===== src/hdl/opq_pkg.sv =====
// Shared types, codes and the ordering comparator for the ordered priority queue.
// Used by opq_cell and ordered_priority_queue_top; depends on nothing else.
`timescale 1ns / 1ps

package opq_pkg;

  localparam int DATA_W = 32;

  // Ordering rules selected by the mode register.
  localparam logic [1:0] MODE_HIGH_FIRST = 2'd0;
  localparam logic [1:0] MODE_LOW_FIRST  = 2'd1;
  localparam logic [1:0] MODE_FIFO       = 2'd2;
  localparam logic [1:0] MODE_LIFO       = 2'd3;

  // Commands.
  localparam logic CMD_INSERT  = 1'b0;
  localparam logic CMD_EXTRACT = 1'b1;

  // Result status codes.
  localparam logic [1:0] STATUS_INSERTED     = 2'd0;
  localparam logic [1:0] STATUS_EXTRACTED    = 2'd1;
  localparam logic [1:0] STATUS_EMPTY_REFUSE = 2'd2;
  localparam logic [1:0] STATUS_FULL_REFUSE  = 2'd3;

  // One stored pair.
  typedef struct packed {
    logic                     valid;
    logic signed [DATA_W-1:0] value;
    logic signed [DATA_W-1:0] prio;
  } slot_t;

  // An operation travelling down the cell row, one cell per cycle.
  typedef struct packed {
    logic                     active;
    logic                     extract;
    logic                     displace;
    logic [1:0]               mode;
    logic signed [DATA_W-1:0] value;
    logic signed [DATA_W-1:0] prio;
  } wave_t;

  // True when a new priority may be placed in front of a stored one.
  function automatic logic passes(input logic [1:0] mode,
                                  input logic signed [DATA_W-1:0] new_prio,
                                  input logic signed [DATA_W-1:0] old_prio);
    logic result;
    case (mode)
      MODE_HIGH_FIRST: result = (new_prio > old_prio);
      MODE_LOW_FIRST:  result = (new_prio < old_prio);
      MODE_FIFO:       result = 1'b0;
      MODE_LIFO:       result = 1'b1;
      default:         result = 1'b0;
    endcase
    return result;
  endfunction

endpackage


===== src/hdl/ordered_priority_queue_top.sv =====
// Top level of the ordered priority queue: handshakes, fill count and the cell row.
// Depends on opq_pkg and opq_cell.
//
//   channel  direction  handshake                   payload
//   in       input      in_valid / in_ready         command, item_value, item_priority
//   out      output     out_valid / out_ready       status, head_value, head_priority,
//                                                   now_empty
//   cfg      input      cfg_write_en                cfg_write_data (order mode)
//
// Transfers never fall on consecutive cycles: each operation enters cell 0 and moves
// one cell per cycle, so consecutive operations stay at least two cells apart in the row.
// The result is registered at the input transfer and is offered on the next cycle.
// A result waiting on out_ready blocks further input transfers until it is taken.
// Synchronous reset empties the row by clearing the valid bit of every cell.
// Each operation carries the order mode it was issued with.
`timescale 1ns / 1ps

module ordered_priority_queue_top #(
  parameter int CAPACITY = 16
) (
  input  logic                                 clk,
  input  logic                                 rst,
  input  logic                                 in_valid,
  output logic                                 in_ready,
  input  logic                                 command,
  input  logic signed [opq_pkg::DATA_W-1:0]    item_value,
  input  logic signed [opq_pkg::DATA_W-1:0]    item_priority,
  output logic                                 out_valid,
  input  logic                                 out_ready,
  output logic [1:0]                           status,
  output logic signed [opq_pkg::DATA_W-1:0]    head_value,
  output logic signed [opq_pkg::DATA_W-1:0]    head_priority,
  output logic                                 now_empty,
  input  logic                                 cfg_write_en,
  input  logic [1:0]                           cfg_write_data
);

  localparam int CNT_W = $clog2(CAPACITY + 1);
  localparam logic [CNT_W-1:0] FULL_COUNT = CNT_W'(CAPACITY);
  localparam logic [CNT_W-1:0] ONE_COUNT  = CNT_W'(1);

  logic [1:0]       order_mode;
  logic [CNT_W-1:0] count;
  logic             spacing;
  logic             in_fire;
  logic             is_full;
  logic             is_empty;

  opq_pkg::wave_t wave_head;
  opq_pkg::wave_t wave_link [CAPACITY];
  opq_pkg::slot_t slots     [CAPACITY];

  assign is_full  = (count == FULL_COUNT);
  assign is_empty = (count == '0);
  assign in_ready = !spacing && (!out_valid || out_ready);
  assign in_fire  = in_valid && in_ready;

  always_ff @(posedge clk) begin
    if (rst) begin
      order_mode       <= opq_pkg::MODE_HIGH_FIRST;
      count            <= '0;
      spacing          <= 1'b0;
      out_valid        <= 1'b0;
      wave_head.active <= 1'b0;
    end else begin
      if (cfg_write_en) begin
        order_mode <= cfg_write_data;
      end
      spacing          <= in_fire;
      wave_head.active <= 1'b0;
      if (out_valid && out_ready) begin
        out_valid <= 1'b0;
      end
      if (in_fire) begin
        out_valid          <= 1'b1;
        head_value         <= '0;
        head_priority      <= '0;
        now_empty          <= 1'b0;
        wave_head.mode     <= order_mode;
        wave_head.displace <= 1'b0;
        wave_head.value    <= item_value;
        wave_head.prio     <= item_priority;
        if (command == opq_pkg::CMD_EXTRACT) begin
          wave_head.extract <= 1'b1;
          if (is_empty) begin
            status    <= opq_pkg::STATUS_EMPTY_REFUSE;
            now_empty <= 1'b1;
          end else begin
            // Cell 0 is current here: the previous operation has already left it.
            status           <= opq_pkg::STATUS_EXTRACTED;
            head_value       <= slots[0].value;
            head_priority    <= slots[0].prio;
            now_empty        <= (count == ONE_COUNT);
            count            <= count - ONE_COUNT;
            wave_head.active <= 1'b1;
          end
        end else begin
          wave_head.extract <= 1'b0;
          if (is_full) begin
            status <= opq_pkg::STATUS_FULL_REFUSE;
          end else begin
            status           <= opq_pkg::STATUS_INSERTED;
            count            <= count + ONE_COUNT;
            wave_head.active <= 1'b1;
          end
        end
      end
    end
  end

  for (genvar i = 0; i < CAPACITY; i++) begin : g_cell
    opq_pkg::wave_t cell_in;
    opq_pkg::slot_t cell_right;

    if (i == 0) begin : g_first
      assign cell_in = wave_head;
    end else begin : g_inner
      assign cell_in = wave_link[i-1];
    end

    if (i == CAPACITY - 1) begin : g_last
      assign cell_right = '0;
    end else begin : g_mid
      assign cell_right = slots[i+1];
    end

    opq_cell u_cell (
      .clk      (clk),
      .rst      (rst),
      .wave_in  (cell_in),
      .right    (cell_right),
      .slot     (slots[i]),
      .wave_out (wave_link[i])
    );
  end

  // A non-full insert always finds a free cell, so nothing falls off the end.
  assert property (@(posedge clk) disable iff (rst) !wave_link[CAPACITY-1].active)
    else $error("operation ran past the last cell");

  // Input transfers never fall on consecutive cycles.
  assert property (@(posedge clk) disable iff (rst) in_fire |=> !in_fire)
    else $error("input transfers on consecutive cycles");

  // Whenever a transfer may happen, cell 0 agrees with the fill count.
  assert property (@(posedge clk) disable iff (rst) !spacing |-> (slots[0].valid == !is_empty))
    else $error("head cell disagrees with fill count");

  // An extract result is empty exactly when the count reached zero.
  assert property (@(posedge clk) disable iff (rst)
      (in_fire && command == opq_pkg::CMD_EXTRACT) |=> (now_empty == is_empty))
    else $error("empty flag disagrees with fill count");

endmodule


===== src/hdl/opq_cell.sv =====
// One cell of the sorted row: holds a single pair and hands operations on.
// Depends on opq_pkg for the slot and wave types and the comparator.
`timescale 1ns / 1ps

module opq_cell (
  input  logic           clk,
  input  logic           rst,
  input  opq_pkg::wave_t wave_in,
  input  opq_pkg::slot_t right,
  output opq_pkg::slot_t slot,
  output opq_pkg::wave_t wave_out
);

  always_ff @(posedge clk) begin
    if (rst) begin
      slot.valid      <= 1'b0;
      wave_out.active <= 1'b0;
    end else begin
      wave_out.active <= 1'b0;
      if (wave_in.active) begin
        if (wave_in.extract) begin
          // Pull the neighbor's pair forward; the hole moves on while pairs remain.
          slot            <= right;
          wave_out        <= wave_in;
          wave_out.active <= right.valid;
        end else if (!slot.valid) begin
          slot.valid <= 1'b1;
          slot.value <= wave_in.value;
          slot.prio  <= wave_in.prio;
        end else if (wave_in.displace ||
                     opq_pkg::passes(wave_in.mode, wave_in.prio, slot.prio)) begin
          // Once the new pair is placed, every later pair shifts back by one.
          slot.value        <= wave_in.value;
          slot.prio         <= wave_in.prio;
          wave_out          <= wave_in;
          wave_out.displace <= 1'b1;
          wave_out.value    <= slot.value;
          wave_out.prio     <= slot.prio;
        end else begin
          wave_out <= wave_in;
        end
      end
    end
  end

endmodule

===== config.mk =====
export PLATFORM = sky130hd
export DESIGN_NAME = ordered_priority_queue_top
export DESIGN_NICKNAME = d
export VERILOG_FILES = /design/src/hdl/opq_pkg.sv /design/src/hdl/ordered_priority_queue_top.sv /design/src/hdl/opq_cell.sv
export SDC_FILE = /design/constraint.sdc
export NUM_CORES = 2
export LEC_CHECK = 0
export BUFFER_PORTS_ARGS = -buffer_cell sky130_fd_sc_hd__buf_2
export CORE_MARGIN = 2
export CORE_UTILIZATION = 65
export CTS_CLUSTER_SIZE = 30
export DETAILED_ROUTE_END_ITERATION = 6
export PLACE_DENSITY = 0.85
export REMOVE_ABC_BUFFERS = 1
export SYNTH_ARGS = -nofsm -noshare
export SYNTH_HDL_FRONTEND = slang
export SYNTH_SLANG_ARGS = --single-unit

===== constraint.sdc =====
create_clock -name clk -period 15.8 [get_ports clk]
set_input_delay 1.58 -clock clk [delete_from_list [all_inputs] [get_ports clk]]
set_output_delay 1.58 -clock clk [all_outputs]
set_load 0.01 [all_outputs]

Word-level counts from Yosys, hierarchy flattened
Index checks and enable logic that the tools add are counted.
- add/sub/neg operators: 2
- shift operators: 0
- reductions and logical operators: 104
- eq/ne operators: 68
- magnitude comparators: 32
- multipliers: 0
- muxes and demuxes: 185
- bitwise gates (word level): 18
- divide/modulo/power cells: 0
- operators with widths (kind ; count):
    69-bit two-way mux ; 30
    64-bit two-way mux ; 32
    65-bit two-way mux ; 16
    67-bit two-way mux ; 15
    32-bit greater-than comparator ; 16
    32-bit less-than comparator ; 16
    3-bit AND reduction ; 32
    1-bit two-way mux ; 69
    2-bit == test (second input constant) ; 32
    1-bit case mux with 4 select lines ; 16
    3-bit inequality test (second input constant) ; 16
    2-bit OR reduction ; 17
    2-bit by 1-bit == test with 1-bit output (second input constant) ; 16
    2-bit logical NOT ; 16
    2-bit nonzero test ; 16
    1-bit inverter ; 18
    1-bit logical OR ; 16
    5-bit two-way mux ; 3
    2-bit two-way mux ; 4
    5-bit by 1-bit adder with 5-bit output (second input constant) ; 1
    5-bit by 1-bit == test with 1-bit output (second input constant) ; 1
    5-bit == test (second input constant) ; 1
    5-bit logical NOT ; 1
    5-bit by 1-bit subtractor with 5-bit output (second input constant) ; 1
    other kinds (4) ; 8
- ROM bits: 0
- register bits after elaboration: 2219
- output and inout bits: 69
- RAM bits: 0
- logic and storage cells: 560
- bits in latches: 0
- memories: 0

Logic depth before layout (Yosys ltp)
- word-level depth: 10
- mapped depth: 13

By module
A second synthesis with hierarchy kept.
- cells, all modules: 10651
- area total of the unflattened synthesis: 124709.6 sq um
- by module, submodules not included (module ; cells an instance ; instances ; sequential area each (sq um) ; area an instance (sq um)):
    opq_cell ; 649 ; 16 ; 4003.8 ; 7480.9
    ordered_priority_queue_top ; 267 ; 1 ; 4224.1 ; 5014.8

Least setup slack after synthesis
No wires, ideal clock.
- kind: input port to flip-flop
- start point: in out_ready
- end point: reg wave_head (netlist bit g_cell[0].cell_in[0]), enable pin
- buffers on the path: 0
- stages: 4
- data required time: 15171 ps
- slack: 7511 ps
- arrival time: 7660 ps
- cell sequence: nand2b_1 -> nor2b_1 -> nand2_1 -> nor2_1
- longest elaborated chain between the ends: 4
- RTL lines (what ; line ; text):
    start: declaration ; ordered_priority_queue_top.sv:29 ; input logic out_ready,
    1-bit logical OR ; ordered_priority_queue_top.sv:55 ; assign in_ready = !spacing && (!out_valid || out_ready);
    1-bit logical AND ; ordered_priority_queue_top.sv:55 ;
    net in_ready ; ordered_priority_queue_top.sv:24 ; output logic in_ready,
    1-bit logical AND ; ordered_priority_queue_top.sv:56 ; assign in_fire = in_valid && in_ready;
    2-bit AND reduction (no source line) ; n/a ;
    end: declaration ; ordered_priority_queue_top.sv:49 ; opq_pkg::wave_t wave_head;
The timed path passes the listed nets, and every way through them passes these cells.
A chain may end at the register's enable or synchronous reset.

Worst setup path after layout
- start point: reg g_cell[2].u_cell.slot[9] in the netlist's numbering
- end point: reg g_cell[2].u_cell.slot[56] in the netlist's numbering, enable pin
- longest elaborated chain between the ends: 9
- elaborated cells on any way between the ends: 10
- RTL lines (what ; line ; text):
    start: declaration ; opq_cell.sv:10 ; output opq_pkg::slot_t slot,
    start signal: assignment ; opq_cell.sv:23 ; slot <= right;
    32-bit less-than comparator / 32-bit greater-than comparator (equally long branches) ; opq_pkg.sv:49, opq_pkg.sv:48 ;
    1-bit case mux with 4 select lines (*) ; opq_pkg.sv:47 ; case (mode)
    1-bit two-way mux (*) ; opq_cell.sv:26 ; end else if (!slot.valid) begin
    1-bit two-way mux (*) ; opq_cell.sv:21 ; if (wave_in.extract) begin
    1-bit two-way mux (*) ; opq_cell.sv:20 ; if (wave_in.active) begin
    1-bit two-way mux (*) ; opq_cell.sv:15 ; if (rst) begin
    1-bit logical OR (*) ; opq_cell.sv:30 ; end else if (wave_in.displace ||
    3-bit inequality test (no source line) (*) ; n/a ;
    3-bit AND reduction (no source line) (*) ; n/a ;
Every way passes the cells marked *; elsewhere a longest branch is shown, timed or not. The select of a mux whose other input is x is not followed.

==> impl_results.md <==
- Final Hold Fails: 0
- Startpoint types: register
- Gpl congestion: around 0.87
- Final Hold Slack: between 0.4 and 0.5 ns
- Minimum clock period: around 5.3 ns
- Die footprint: 180000 um^2
- Pleak: 0.0423 uW
- Crit-path max FO: 66
- ANT cells: 0
- Critical path data required time: 16.31 ns
- Setup Crit Path Kind: register to register
- Worst Clk Skew: 0.0380 ns
- Design area: ~120000 um^2
- Slowest cell delay on critical path: between 0.6 and 0.7 ns
- Core box area: 176000 um^2
- Setup bufs post-CTS: 0
- Power Density: 95.7 nW/um^2
- Placed inst area: 117000 um^2
- Worst Tran Pin Value: 1.25 ns
- Antenna Nets Post-Route: 0
- Clk pin slew, worst setup/hold paths: roughly 0.06 ns
- GR Overflow Total: 0
- Hpwl dp: roughly 170 mm
- Port bufs: 140
- DR DRC count: 1
- Fin crit share: 0.339
- Iteration-0 DRC Markers: 8726
- Most frequent CP cell: buf_4
- Max Fclk: 187 MHz
- Hold-fix buffers, CTS: 0
- CTS tree: yes
- Initial antenna violation count: 2
- RR Startpoint: g_cell[2].u_cell.slot[9]
- Routed WL per cell: 20.1 um
- Worst Setup SP: g_cell[2].u_cell.slot[9]
- Layout area overhead: 8.33%
- Sequential area share after synthesis: 0.576
- Vias in the first global route: 75.4k
- Failing checks: design-rule violations
- Inserted Clock Buffers: 221
- Async set or reset register ratio after synthesis: 0
- Final setup viols: 0
- CTS Root Cell: clkbuf_16
- H-tree levels: 4
- Post-layout net count: 10.2k
- Crit. End Element: register
- Initial Util: 0.654
- Die height: 425 um
- Cell Area, Synth: 115000 um^2
- Critical Path, Cell by Cell: inv_1, ha_1, a21o_1, a21o_1, a221oi_1, nor3b_1, or4_1, a21oi_1, mux2i_4, buf_4, nor2b_4, buf_4, a21oi_4, buf_4
- Avg Vias per Cell: around 6.4
- Outcome: finished with violations
- Netlist cell types: 65
- Pre-Repair DR Iteration Count: 7
- Relative max-transition margin: 0.165
- Clock insertion delay at the later pin of the skew report: roughly 0.9 ns
- Worst path arrival time: 5.86 ns
- Total GRT Usage: 0.267
- Synth Flop Type: edfxtp_1
- Clk sink count: 2219
- Die Wd: 425 um
- HP Class: register to register
- Cell Rows: 154
- Syn Area/Cell: 11.7 um^2
- VDD IR-drop max: 0.000112 V
- Via count: a little under 80k
- Slew Limit Fails: 0
- Largest net degree at the start of global routing: roughly 170
- Max Root-Sink Buffers: 3
- Worst Hold Launch: order_mode[1]
- Maxcap violations: 0
- CP max-delay cell: a221oi_1
- Proportion of layout cells with a drive suffix above 1: 0.169
- Ys Warns: 0
- FF+latch count, synth: around 2.2k
- Most common cell after layout, fill and taps aside: edfxtp_1
- First-pass GRT wire length: 397 mm
- Post-synth EDFFs: 2178
- WL final: 244 mm
- Mapped Cells: 9806
- RSZ-0062 raised after global routing: no
- Number of gates resized after cts: 0
- Most frequent cells in the layout: edfxtp_1 (2178), nand2_1 (1908), mux2_2 (947), nand3_1 (919), inv_1 (525)
- I/O pin count: 141
[metrics by stage]
step,setup WS (ns),instances,setup TNS [ns],util,total power (uW)
floorplan,-0.837,9109,-160.71,-,6680
global placement,10.54,11700,0,0.666,6730
detailed placement,10.58,11700,0,0.666,6740
CTS,10.53,12100,0,0.708,12000
global route,10.24,12100,0,0.708,12200
finish,10.45,12100,0,0.708,11900
[where the power goes]
group | leakage, uW | switching [uW] | internal (uW)
combinational | 0.0186 | 98.9 | 69.0
clock | 0.00356 | 2340 | 2960
sequential | 0.0201 | 22.3 | 6420
[logic make-up (layout without fill, tap and decap cells)]
logic type / Yosys count / in the layout / share of synthesized area
and+or+nand+nor: 3417 / 3417 / 0.134
DFF: 2219 / 2219 / 0.576
AOI/OAI and AO/OA: 1460 / 1460 / 0.0975
buffers and inverters: 1222 / 1207 / 0.0418
muxes: 968 / 968 / 0.0946
adders and majority gates: 515 / 515 / 0.0560
xor gates and xnor gates: 5 / 5 / 0.000381
[cell usage after synthesis (all sizes together) (8+ instances only)]
| cell type | n | area (um^2) |
|---|---|---|
| nor4bb | 8 | 80.1 |
| a21boi | 11 | 82.6 |
| nand3 | 919 | 4600 |
| dfxtp | 41 | 821 |
| o211ai | 486 | 3650 |
| buf | 219 | 1040 |
| nand2b | 9 | 56.3 |
| and2 | 68 | 425 |
| nand2 | 1908 | 7160 |
| nor2 | 111 | 417 |
| o21ai | 78 | 390 |
| nor2b | 166 | 1040 |
| o21a | 10 | 75.1 |
| nor3 | 38 | 190 |
| o311ai | 425 | 3950 |
| a22o | 64 | 561 |
| nand4 | 87 | 544 |
| or4 | 8 | 60.1 |
| and3b | 10 | 87.6 |
| a21oi | 200 | 1000 |
| ha | 515 | 6440 |
| mux2 | 947 | 10700 |
| a221oi | 18 | 164 |
| edfxtp | 2178 | 65400 |
| clkbuf | 478 | 1790 |
| nor4b | 9 | 78.8 |
| inv | 525 | 1970 |
| and4 | 28 | 245 |
| mux2i | 21 | 210 |
| o31a | 10 | 87.6 |
| a211oi | 30 | 225 |
| a31oi | 9 | 56.3 |
| a21o | 78 | 586 |
| a221o | 10 | 100 |
| nor4 | 25 | 194 |
[critical path, delay by kind of cell, from the launching register on]
family	cells	cell delay (ns)
muxes	1	0.27
DFF	1	0.41
and+or+nand+nor	3	0.91
AOI/OAI and AO/OA	5	1.33
buffers and inverters	4	1.65
adders and majority gates	1	0.32
[state kept, by name, summed over array words and instances, names as in the netlist]
name                    cells
head_value                 32
status                      2
g_cell.u_cell.slot       1040
count                       5
g_cell.cell_in             68
out_valid                   1
order_mode                  2
head_priority              32
now_empty                   1
g_cell.u_cell.wave_out   1035
spacing                     1
[area by class of cell]
cell class                 instances  area (um^2)
fill                           11300        51400
clock buffer                     282         5840
tap                             2340         2930
sequential                      2219        66200
timing repair buffer             263         1650
clock inverter                   137         1460
inverter                         525         1970
multi-input combinational       6365        44500
[worst paths after layout]
path                          endpoint  cells past startpoint  slack (ns)
min              g_cell[0].cell_in[65]                      0        0.44
min reg2reg      g_cell[0].cell_in[65]                      0        0.44
max reg2reg  g_cell[2].u_cell.slot[56]                     14       10.45
max          g_cell[2].u_cell.slot[56]                     14       10.45
[layer usage]
metal / vias to the layer above / share of wire / track usage
li1: 36300 / - / -
met1: 37800 / 0.42 / 0.366
met2: 2987 / 0.49 / 0.447
met3: 442 / 0.062 / 0.0333
met4: 4 / 0.029 / 0.0871
met5: - / 0.00012 / 0
No activity file was read; power rests on OpenSTA's default activity.
